File: config.mk
export PLATFORM = sky130hd
export DESIGN_NAME = deadline_fifo_queue
export DESIGN_NICKNAME = d
export VERILOG_FILES = /design/src/hdl/dfq_pkg.sv /design/src/hdl/dfq_mem.sv /design/src/hdl/dfq_ctrl.sv /design/src/hdl/deadline_fifo_queue.sv
export SDC_FILE = /design/constraint.sdc
export NUM_CORES = 2
export LEC_CHECK = 0
export ABC_AREA = 0
export BUFFER_PORTS_ARGS = -buffer_cell sky130_fd_sc_hd__buf_2
export CORE_ASPECT_RATIO = 1.2
export CORE_MARGIN = 2
export CORE_UTILIZATION = 58
export CTS_BUF_LIST = sky130_fd_sc_hd__clkbuf_8
export CTS_CLUSTER_DIAMETER = 30
export DETAILED_ROUTE_END_ITERATION = 8
export HOLD_SLACK_MARGIN = 0.06
export PLACE_DENSITY = 0.75
export SLEW_MARGIN = 10
export SYNTH_ARGS = -nofsm -noshare
export SYNTH_HDL_FRONTEND = slang
export SYNTH_SLANG_ARGS = --single-unit
export TNS_END_PERCENT = 5
File: constraint.sdc
create_clock -name clk_i -period 8.1 [get_ports clk_i]
set_clock_uncertainty 0.15 [all_clocks]
set_input_delay 0.405 -clock clk_i [delete_from_list [all_inputs] [get_ports clk_i]]
set_output_delay 0.405 -clock clk_i [all_outputs]
set_load 0.01 [all_outputs]
File: src/hdl/dfq_pkg.sv
`timescale 1ns / 1ps
// dfq_pkg: shared types and constants of the deadline FIFO queue.
// No dependencies.
package dfq_pkg;

  localparam int unsigned DefaultDepth = 16;
  localparam int unsigned TimeWidth    = 16;

  typedef logic [TimeWidth-1:0] time_t;

  typedef enum logic [2:0] {
    KIND_PUSH    = 3'd0,
    KIND_POP     = 3'd1,
    KIND_PEEK    = 3'd2,
    KIND_LIST    = 3'd3,
    KIND_DELIVER = 3'd4
  } kind_e;

  typedef enum logic [3:0] {
    ST_ADDED     = 4'd0,
    ST_FULL      = 4'd1,
    ST_EMPTY     = 4'd2,
    ST_POPPED    = 4'd3,
    ST_HEAD      = 4'd4,
    ST_LISTED    = 4'd5,
    ST_DELIVERED = 4'd6,
    ST_EXPIRED   = 4'd7,
    ST_NONE_LEFT = 4'd8
  } status_e;

  typedef enum logic [1:0] {
    S_IDLE,
    S_RESP,
    S_EVAL
  } state_e;

  typedef struct packed {
    logic [2:0]  kind;
    logic [15:0] package_id;
    logic [15:0] destination_tag;
    time_t       window_start;
    time_t       window_end;
    time_t       now_time;
  } dfq_in_t;

  typedef struct packed {
    status_e     status;
    logic [15:0] out_id;
    logic [15:0] out_destination;
    time_t       out_start;
    time_t       out_end;
    logic        last_result;
  } dfq_out_t;

  typedef struct packed {
    logic [15:0] id;
    logic [15:0] dest;
    time_t       start;
    time_t       stop;
  } dfq_entry_t;

endpackage

File: src/hdl/dfq_mem.sv
`timescale 1ns / 1ps
// dfq_mem: entry store, one write port and one read port, registered read.
// Depends on dfq_pkg.
module dfq_mem #(
  parameter int unsigned DEPTH = dfq_pkg::DefaultDepth
) (
  input  logic                     clk_i,
  input  logic                     we_i,
  input  logic [$clog2(DEPTH)-1:0] waddr_i,
  input  dfq_pkg::dfq_entry_t      wdata_i,
  input  logic                     re_i,
  input  logic [$clog2(DEPTH)-1:0] raddr_i,
  output dfq_pkg::dfq_entry_t      rdata_o
);
  import dfq_pkg::*;

  dfq_entry_t mem_q [DEPTH];
  dfq_entry_t rdata_q;

  always_ff @(posedge clk_i) begin
    if (we_i) begin
      mem_q[waddr_i] <= wdata_i;
    end
  end

  always_ff @(posedge clk_i) begin
    if (re_i) begin
      rdata_q <= mem_q[raddr_i];
    end
  end

  assign rdata_o = rdata_q;

endmodule

File: src/hdl/dfq_ctrl.sv
`timescale 1ns / 1ps
// dfq_ctrl: queue pointers, operation sequencer and output register.
// Depends on dfq_pkg; drives the ports of dfq_mem.
module dfq_ctrl #(
  parameter int unsigned DEPTH = dfq_pkg::DefaultDepth
) (
  input  logic                     clk_i,
  input  logic                     rst_ni,
  input  logic                     in_valid_i,
  output logic                     in_stall_o,
  input  dfq_pkg::dfq_in_t         in_word_i,
  output logic                     out_valid_o,
  input  logic                     out_stall_i,
  output dfq_pkg::dfq_out_t        out_word_o,
  output logic                     mem_we_o,
  output logic [$clog2(DEPTH)-1:0] mem_waddr_o,
  output dfq_pkg::dfq_entry_t      mem_wdata_o,
  output logic                     mem_re_o,
  output logic [$clog2(DEPTH)-1:0] mem_raddr_o,
  input  dfq_pkg::dfq_entry_t      mem_rdata_i
);
  import dfq_pkg::*;

  localparam int unsigned IdxW = $clog2(DEPTH);
  localparam int unsigned CntW = $clog2(DEPTH + 1);

  typedef logic [IdxW-1:0] idx_t;
  typedef logic [CntW-1:0] cnt_t;

  function automatic idx_t next_slot(idx_t s);
    return (s == idx_t'(DEPTH - 1)) ? '0 : s + idx_t'(1);
  endfunction

  state_e   state_q, state_d;
  dfq_in_t  req_q, req_d;
  idx_t     head_q, head_d;
  idx_t     tail_q, tail_d;
  idx_t     slot_q, slot_d;
  cnt_t     count_q, count_d;
  cnt_t     rem_q, rem_d;
  status_e  resp_q, resp_d;
  logic     out_valid_q, out_valid_d;
  dfq_out_t out_q, out_d;

  logic in_acc, out_free, empty, full, hit;

  assign in_acc   = in_valid_i && !in_stall_o;
  assign out_free = !out_valid_q || !out_stall_i;
  assign empty    = (count_q == '0);
  assign full     = (count_q == cnt_t'(DEPTH));
  assign hit      = (req_q.now_time >= mem_rdata_i.start) &&
                    (req_q.now_time <= mem_rdata_i.stop);
  assign in_stall_o = (state_q != S_IDLE);

  always_comb begin
    state_d = state_q;
    unique case (state_q)
      S_IDLE: begin
        if (in_acc) begin
          unique case (in_word_i.kind)
            KIND_PUSH: state_d = S_RESP;
            KIND_POP, KIND_PEEK, KIND_LIST, KIND_DELIVER:
              state_d = empty ? S_RESP : S_EVAL;
            default: state_d = S_IDLE;
          endcase
        end
      end
      S_RESP: begin
        if (out_free) state_d = S_IDLE;
      end
      S_EVAL: begin
        if (out_free) begin
          unique case (req_q.kind)
            KIND_LIST: state_d = (rem_q == cnt_t'(1)) ? S_IDLE : S_EVAL;
            KIND_DELIVER: begin
              if (hit) state_d = S_IDLE;
              else if (count_q == cnt_t'(1)) state_d = S_RESP;
              else state_d = S_EVAL;
            end
            default: state_d = S_IDLE;
          endcase
        end
      end
      default: state_d = S_IDLE;
    endcase
  end

  always_comb begin
    req_d       = req_q;
    head_d      = head_q;
    tail_d      = tail_q;
    slot_d      = slot_q;
    count_d     = count_q;
    rem_d       = rem_q;
    resp_d      = resp_q;
    out_d       = out_q;
    out_valid_d = out_valid_q && out_stall_i;
    mem_we_o    = 1'b0;
    mem_waddr_o = tail_q;
    mem_wdata_o = '{id: req_q.package_id, dest: req_q.destination_tag,
                    start: req_q.window_start, stop: req_q.window_end};
    mem_re_o    = 1'b0;
    mem_raddr_o = head_q;
    unique case (state_q)
      S_IDLE: begin
        if (in_acc) begin
          req_d    = in_word_i;
          mem_re_o = 1'b1;
          slot_d   = next_slot(head_q);
          rem_d    = count_q;
          if (in_word_i.kind == KIND_PUSH) resp_d = full ? ST_FULL : ST_ADDED;
          else if (in_word_i.kind == KIND_DELIVER) resp_d = ST_NONE_LEFT;
          else resp_d = ST_EMPTY;
        end
      end
      S_RESP: begin
        if (out_free) begin
          out_valid_d = 1'b1;
          out_d.status      = resp_q;
          out_d.last_result = 1'b1;
          if (resp_q == ST_ADDED || resp_q == ST_FULL) begin
            out_d.out_id          = req_q.package_id;
            out_d.out_destination = req_q.destination_tag;
            out_d.out_start       = req_q.window_start;
            out_d.out_end         = req_q.window_end;
          end else begin
            out_d.out_id          = '0;
            out_d.out_destination = '0;
            out_d.out_start       = '0;
            out_d.out_end         = '0;
          end
          if (resp_q == ST_ADDED) begin
            mem_we_o = 1'b1;
            tail_d   = next_slot(tail_q);
            count_d  = count_q + cnt_t'(1);
          end
        end
      end
      S_EVAL: begin
        if (out_free) begin
          out_valid_d = 1'b1;
          out_d.out_id          = mem_rdata_i.id;
          out_d.out_destination = mem_rdata_i.dest;
          out_d.out_start       = mem_rdata_i.start;
          out_d.out_end         = mem_rdata_i.stop;
          out_d.last_result     = 1'b1;
          out_d.status          = ST_HEAD;
          unique case (req_q.kind)
            KIND_POP: begin
              out_d.status = ST_POPPED;
              head_d  = next_slot(head_q);
              count_d = count_q - cnt_t'(1);
            end
            KIND_LIST: begin
              out_d.status      = ST_LISTED;
              out_d.last_result = (rem_q == cnt_t'(1));
              rem_d       = rem_q - cnt_t'(1);
              mem_re_o    = (rem_q != cnt_t'(1));
              mem_raddr_o = slot_q;
              slot_d      = next_slot(slot_q);
            end
            KIND_DELIVER: begin
              head_d  = next_slot(head_q);
              count_d = count_q - cnt_t'(1);
              if (hit) begin
                out_d.status = ST_DELIVERED;
              end else begin
                out_d.status      = ST_EXPIRED;
                out_d.last_result = 1'b0;
                resp_d            = ST_NONE_LEFT;
                mem_re_o          = (count_q != cnt_t'(1));
                mem_raddr_o       = next_slot(head_q);
              end
            end
            default: out_d.status = ST_HEAD;
          endcase
        end
      end
      default: ;
    endcase
  end

  always_ff @(posedge clk_i or negedge rst_ni) begin
    if (!rst_ni) begin
      state_q     <= S_IDLE;
      head_q      <= '0;
      tail_q      <= '0;
      count_q     <= '0;
      out_valid_q <= 1'b0;
    end else begin
      state_q     <= state_d;
      head_q      <= head_d;
      tail_q      <= tail_d;
      count_q     <= count_d;
      out_valid_q <= out_valid_d;
    end
  end

  always_ff @(posedge clk_i) begin
    req_q  <= req_d;
    slot_q <= slot_d;
    rem_q  <= rem_d;
    resp_q <= resp_d;
    out_q  <= out_d;
  end

  assign out_valid_o = out_valid_q;
  assign out_word_o  = out_q;

endmodule

File: src/hdl/deadline_fifo_queue.sv
`timescale 1ns / 1ps
// Deadline FIFO queue: entry store plus sequencer. Depends on dfq_pkg, dfq_mem, dfq_ctrl.
// The entry memory is read at the accepting edge; the first result is registered from S_EVAL
// or S_RESP once the output is free, and out_valid_o rises with it.
// List and deliver then emit one result per cycle while the output is not stalled; the input
// stays stalled until the last result of the word has been registered.
// Reset clears pointers, entry count and output valid; the memory is not cleared.
module deadline_fifo_queue #(
  parameter int unsigned DEPTH = dfq_pkg::DefaultDepth
) (
  input  logic              clk_i,
  input  logic              rst_ni,
  input  logic              in_valid_i,
  output logic              in_stall_o,
  input  dfq_pkg::dfq_in_t  in_word_i,
  output logic              out_valid_o,
  input  logic              out_stall_i,
  output dfq_pkg::dfq_out_t out_word_o
);
  import dfq_pkg::*;

  logic                     mem_we, mem_re;
  logic [$clog2(DEPTH)-1:0] mem_waddr, mem_raddr;
  dfq_entry_t               mem_wdata, mem_rdata;

  dfq_ctrl #(.DEPTH(DEPTH)) u_ctrl (
    .clk_i       (clk_i),
    .rst_ni      (rst_ni),
    .in_valid_i  (in_valid_i),
    .in_stall_o  (in_stall_o),
    .in_word_i   (in_word_i),
    .out_valid_o (out_valid_o),
    .out_stall_i (out_stall_i),
    .out_word_o  (out_word_o),
    .mem_we_o    (mem_we),
    .mem_waddr_o (mem_waddr),
    .mem_wdata_o (mem_wdata),
    .mem_re_o    (mem_re),
    .mem_raddr_o (mem_raddr),
    .mem_rdata_i (mem_rdata)
  );

  dfq_mem #(.DEPTH(DEPTH)) u_mem (
    .clk_i   (clk_i),
    .we_i    (mem_we),
    .waddr_i (mem_waddr),
    .wdata_i (mem_wdata),
    .re_i    (mem_re),
    .raddr_i (mem_raddr),
    .rdata_o (mem_rdata)
  );

endmodule

==> out/metrics.yaml <==
detailed_routing:
  drtIter0Drc: 4045
  wirelength_um: 123900
  vias_per_cell: 6.161
  met1Wirelength_um: 48170
  wl_met2_um: 59520
  drc: 0
  firstDrtPassIters: 6
  highest_layer: "met5"
  vias: 31050
  routedWlPerCell_um: 24.59
  dr_wl_met3_um: 12270
  detail-route-antenna-nets: 0
critical_path:
  crit_family: "compound AO/OA/AOI/OAI gates"
  worstSetupPathDepth: 13
  cp_num_buf_inv: 2
  critPathKind: "reg -> reg"
  path_cells: "inv_1, ha_1, a21oi_1, o21ai_0, a221oi_1, a31oi_1, o211ai_1, and3_4, buf_4, mux2i_1, a22oi_1, a32oi_1, nand3_1"
  critPathArrivalTime_ns: 5.15
  reg2reg_depth: 13
  end_kind: "register"
  cp_data_required_time_ns: 8.54
  setup.worst_path.start_class: "register"
  crit_path_top_delay_cell: "and3_4"
  slowest_delay_ns: 0.94
  cp_max_fo: 64
cells_and_area:
  drive_gt1_share_pct: 13.51
  layout.nets: 3880
  stdcell_area_um2: 56200
  area_growth_pct: 13.46
sta:
  layout_min_cycle_time_ns: 4.706
  fin_crit_sh_pct: 58.10
  fin_setup_tns_ns: 0
  finalSetupViolCount: 0
  maxSlewHeadroom_pct: 19.31
  whs_ns: 0.1135
  rsz0062_at_grt: "no"
  setup_ws_ns: 3.394
  hold_viol: 0
  tightest_slew_ns: 1.207
  fmax_ghz: 0.2125
  slew_violations: 0
place:
  io_buffer_count: 157
  dpl_cell_area_um2: 51220
  dp.final_hpwl_um: 60800
  pre_cts_slack_ns: 3.470
  place.gp.congestion: 0.8712
run_status:
  outcome: "completed"
synthesis:
  seq_area_frac_synth_pct: 76.71
  synthCells: 3456
  ys_types: 58
  ys_warn_count: 0
  synthArstFlopShare_pct: 1.262
  synth_mux_area_share_pct: 0.1920
  ys_ff_latch: 1268
  synth_nets: 3589
  synth-edff-count: 1252
  synth_top_family_by_area: "compound AO/OA/AOI/OAI gates"
  synth_fa_ha_area_share_pct: 1.182
  synth-simple-area-share_pct: 6.459
  yosys.area_share.xor_xnor_pct: 0.2475
  syn_area_per_cell_um2: 14.33
  syn_area_um2: 49530
  synth_compound_area_share_pct: 12.55
  ys.flop_type: "edfxtp_1"
power:
  leakagePower_nw: 19.44
  p_sw_w: 0.008008
  internal-power_w: 0.01348
  ir_drop_v: 0.0006751
  swShare_pct: 37.27
  combPwrFrac_pct: 33.5
  power_density_nw_per_um2: 382.4
  pwr-share-seq_pct: 41.7
  p_clk_share_pct: 24.8
clock_network:
  clkLatencyLatePin_ns: 0.88
  h-tree-depth: 4
  cts_setup_buffers: 0
  cts_resized: 0
  cts_inserted_buffers: 198
  cts_sinks: 1268
  cts-hold-fix-buffers: 102
  cts_tree: "built"
  clk_path_buf_depth: 3
  cts-root-buf: "clkbuf_8"
  path_clk_slew_ns: 0.06
floorplan:
  coreArea_um2: 84760
  die_h_um: 324.1
  io_pins: 158
  die_area_um2: 87760
  start_util_pct: 58.44
  rows: 117
  die_width_um: 270.8
grt:
  grt_pass1_vias: 30180
  globalRouteTotalUtil_pct: 28.19
  grt_start_max_net_pins: 234
  grt_pass1_wl_um: 183600
  overflow: 0
  grt_antenna_before_repair: 5
flow_run:
  drv_cap: 0
worst_hold_path:
  hold_path_class: "in -> reg"
  hold_depth: 2
per-layer routing:
layer	vias up	track usage, %
li1	13650	-
met1	15400	38.60
met2	1736	44.90
met3	268	5.648
met4	4	11.44
met5	-	0
cell families (layout without fill, tap and decap cells):
family          count (synthesis)  count (layout)
compound gates               1037            1037
flops                        1268            1268
buf+inv                       265             718
mux                             9               9
other cells                     0               1
xor+xnor                       14              14
simple gates                  816             816
fa+ha+maj                      47              47
state kept, by name (all words and copies together), names as in the netlist:
| register | flops |
|---|---|
| u_ctrl.mem_waddr_o | 4 |
| u_ctrl.rem_q | 5 |
| u_mem.mem_q | 1024 |
| u_ctrl.head_q | 4 |
| u_mem.rdata_o | 64 |
| u_ctrl.out_valid_o | 1 |
| u_ctrl.resp_q | 3 |
| u_ctrl.count_q | 5 |
| u_ctrl.out_word_o | 69 |
| u_ctrl.slot_q | 4 |
| u_ctrl.req_q | 19 |
| u_ctrl.state_q | 2 |
| u_ctrl.mem_wdata_o | 64 |
power groups by stage:
stage               Combinational (W)  Clock, W  Sequential, W
floorplan                     0.00503         0        0.00897
global placement              0.00696         0        0.00906
detailed placement            0.00706         0        0.00909
CTS                           0.00714   0.00539        0.00896
global route                  0.00787   0.00568        0.00904
finish                        0.00720   0.00533        0.00896
layout make-up:
| cell class | count | area (µm²) |
|---|---|---|
| sequential | 1268 | 38000 |
| fill | 5802 | 28560 |
| multi-input combinational | 1923 | 10410 |
| clock buffer | 201 | 2766 |
| timing repair buffer | 308 | 2237 |
| tap | 1130 | 1414 |
| clock inverter | 161 | 1189 |
| inverter | 48 | 180.2 |
| antenna | 1 | 2.502 |
final timing paths:
kind | startpoint | to | slack, ns
max | u_mem.rdata_o[7]$_DFFE_PP_ | u_mem.rdata_o[62]$_DFFE_PP_ | 3.39
min | in_word_i[66] | u_ctrl.mem_wdata_o[50]$_DFFE_PP_ | 0.11
max reg2reg | u_mem.rdata_o[7]$_DFFE_PP_ | u_mem.rdata_o[62]$_DFFE_PP_ | 3.39
min reg2reg | u_ctrl.state_q[0]$_DFFE_PN0P_ | u_ctrl.state_q[0]$_DFFE_PN0P_ | 0.38
max in group asynchronous | rst_ni | u_ctrl.head_q[1]$_DFFE_PN0P_ | 6.57
min in group asynchronous | rst_ni | u_ctrl.mem_waddr_o[3]$_DFFE_PN0P_ | 0.64
cell usage after synthesis (8+ instances only):
cell type | n | area [µm²]
ha_1 | 46 | 575.6
nand2b_1 | 9 | 56.30
inv_1 | 48 | 180.2
buf_1 | 11 | 41.29
dfrtp_1 | 16 | 400.4
nor3_1 | 11 | 55.05
o21ai_0 | 15 | 75.07
nand2_1 | 728 | 2733
a21oi_1 | 658 | 3293
a22o_1 | 65 | 569.3
clkbuf_1 | 83 | 311.6
nor2_1 | 29 | 108.9
nand3_1 | 12 | 60.06
a31oi_1 | 8 | 50.05
buf_6 | 25 | 281.5
buf_2 | 92 | 460.4
edfxtp_1 | 1252 | 37600
a22oi_1 | 256 | 1922
cells in the final DEF, fill, tap and decap left out, drive strengths merged, types with 4 or more instances in the layout:
| master | instances |
|---|---|
| edfxtp | 1252 |
| nand2 | 729 |
| a21oi | 658 |
| a22oi | 256 |
| buf | 206 |
| clkbuf | 201 |
| inv | 108 |
| dlygate4sd3 | 102 |
| a22o | 65 |
| clkinv | 64 |
| ha | 46 |
| nor2 | 30 |
| clkinvlp | 22 |
| dfrtp | 16 |
| o21ai | 16 |
| bufinv | 15 |
| nand3 | 13 |
| nor3 | 11 |
| nand2b | 9 |
| a31oi | 8 |
| xnor2 | 7 |
| xor2 | 7 |
| nand4 | 6 |
| a21o | 6 |
| mux2i | 5 |
| mux2 | 4 |
| and2 | 4 |
stage by stage:
stage / power [W] / std cells / util [%]
final: 0.02149 / 5040 / 66.30
after global routing: 0.02259 / 5040 / 66.30
after CTS: 0.02149 / 5039 / 66.30
after detailed placement: 0.01615 / 4575 / 60.43
after global placement: 0.01602 / 4575 / 60.43
after floorplan: 0.01400 / 3456 / -
Note: power is estimated with default switching activity, not from simulation.
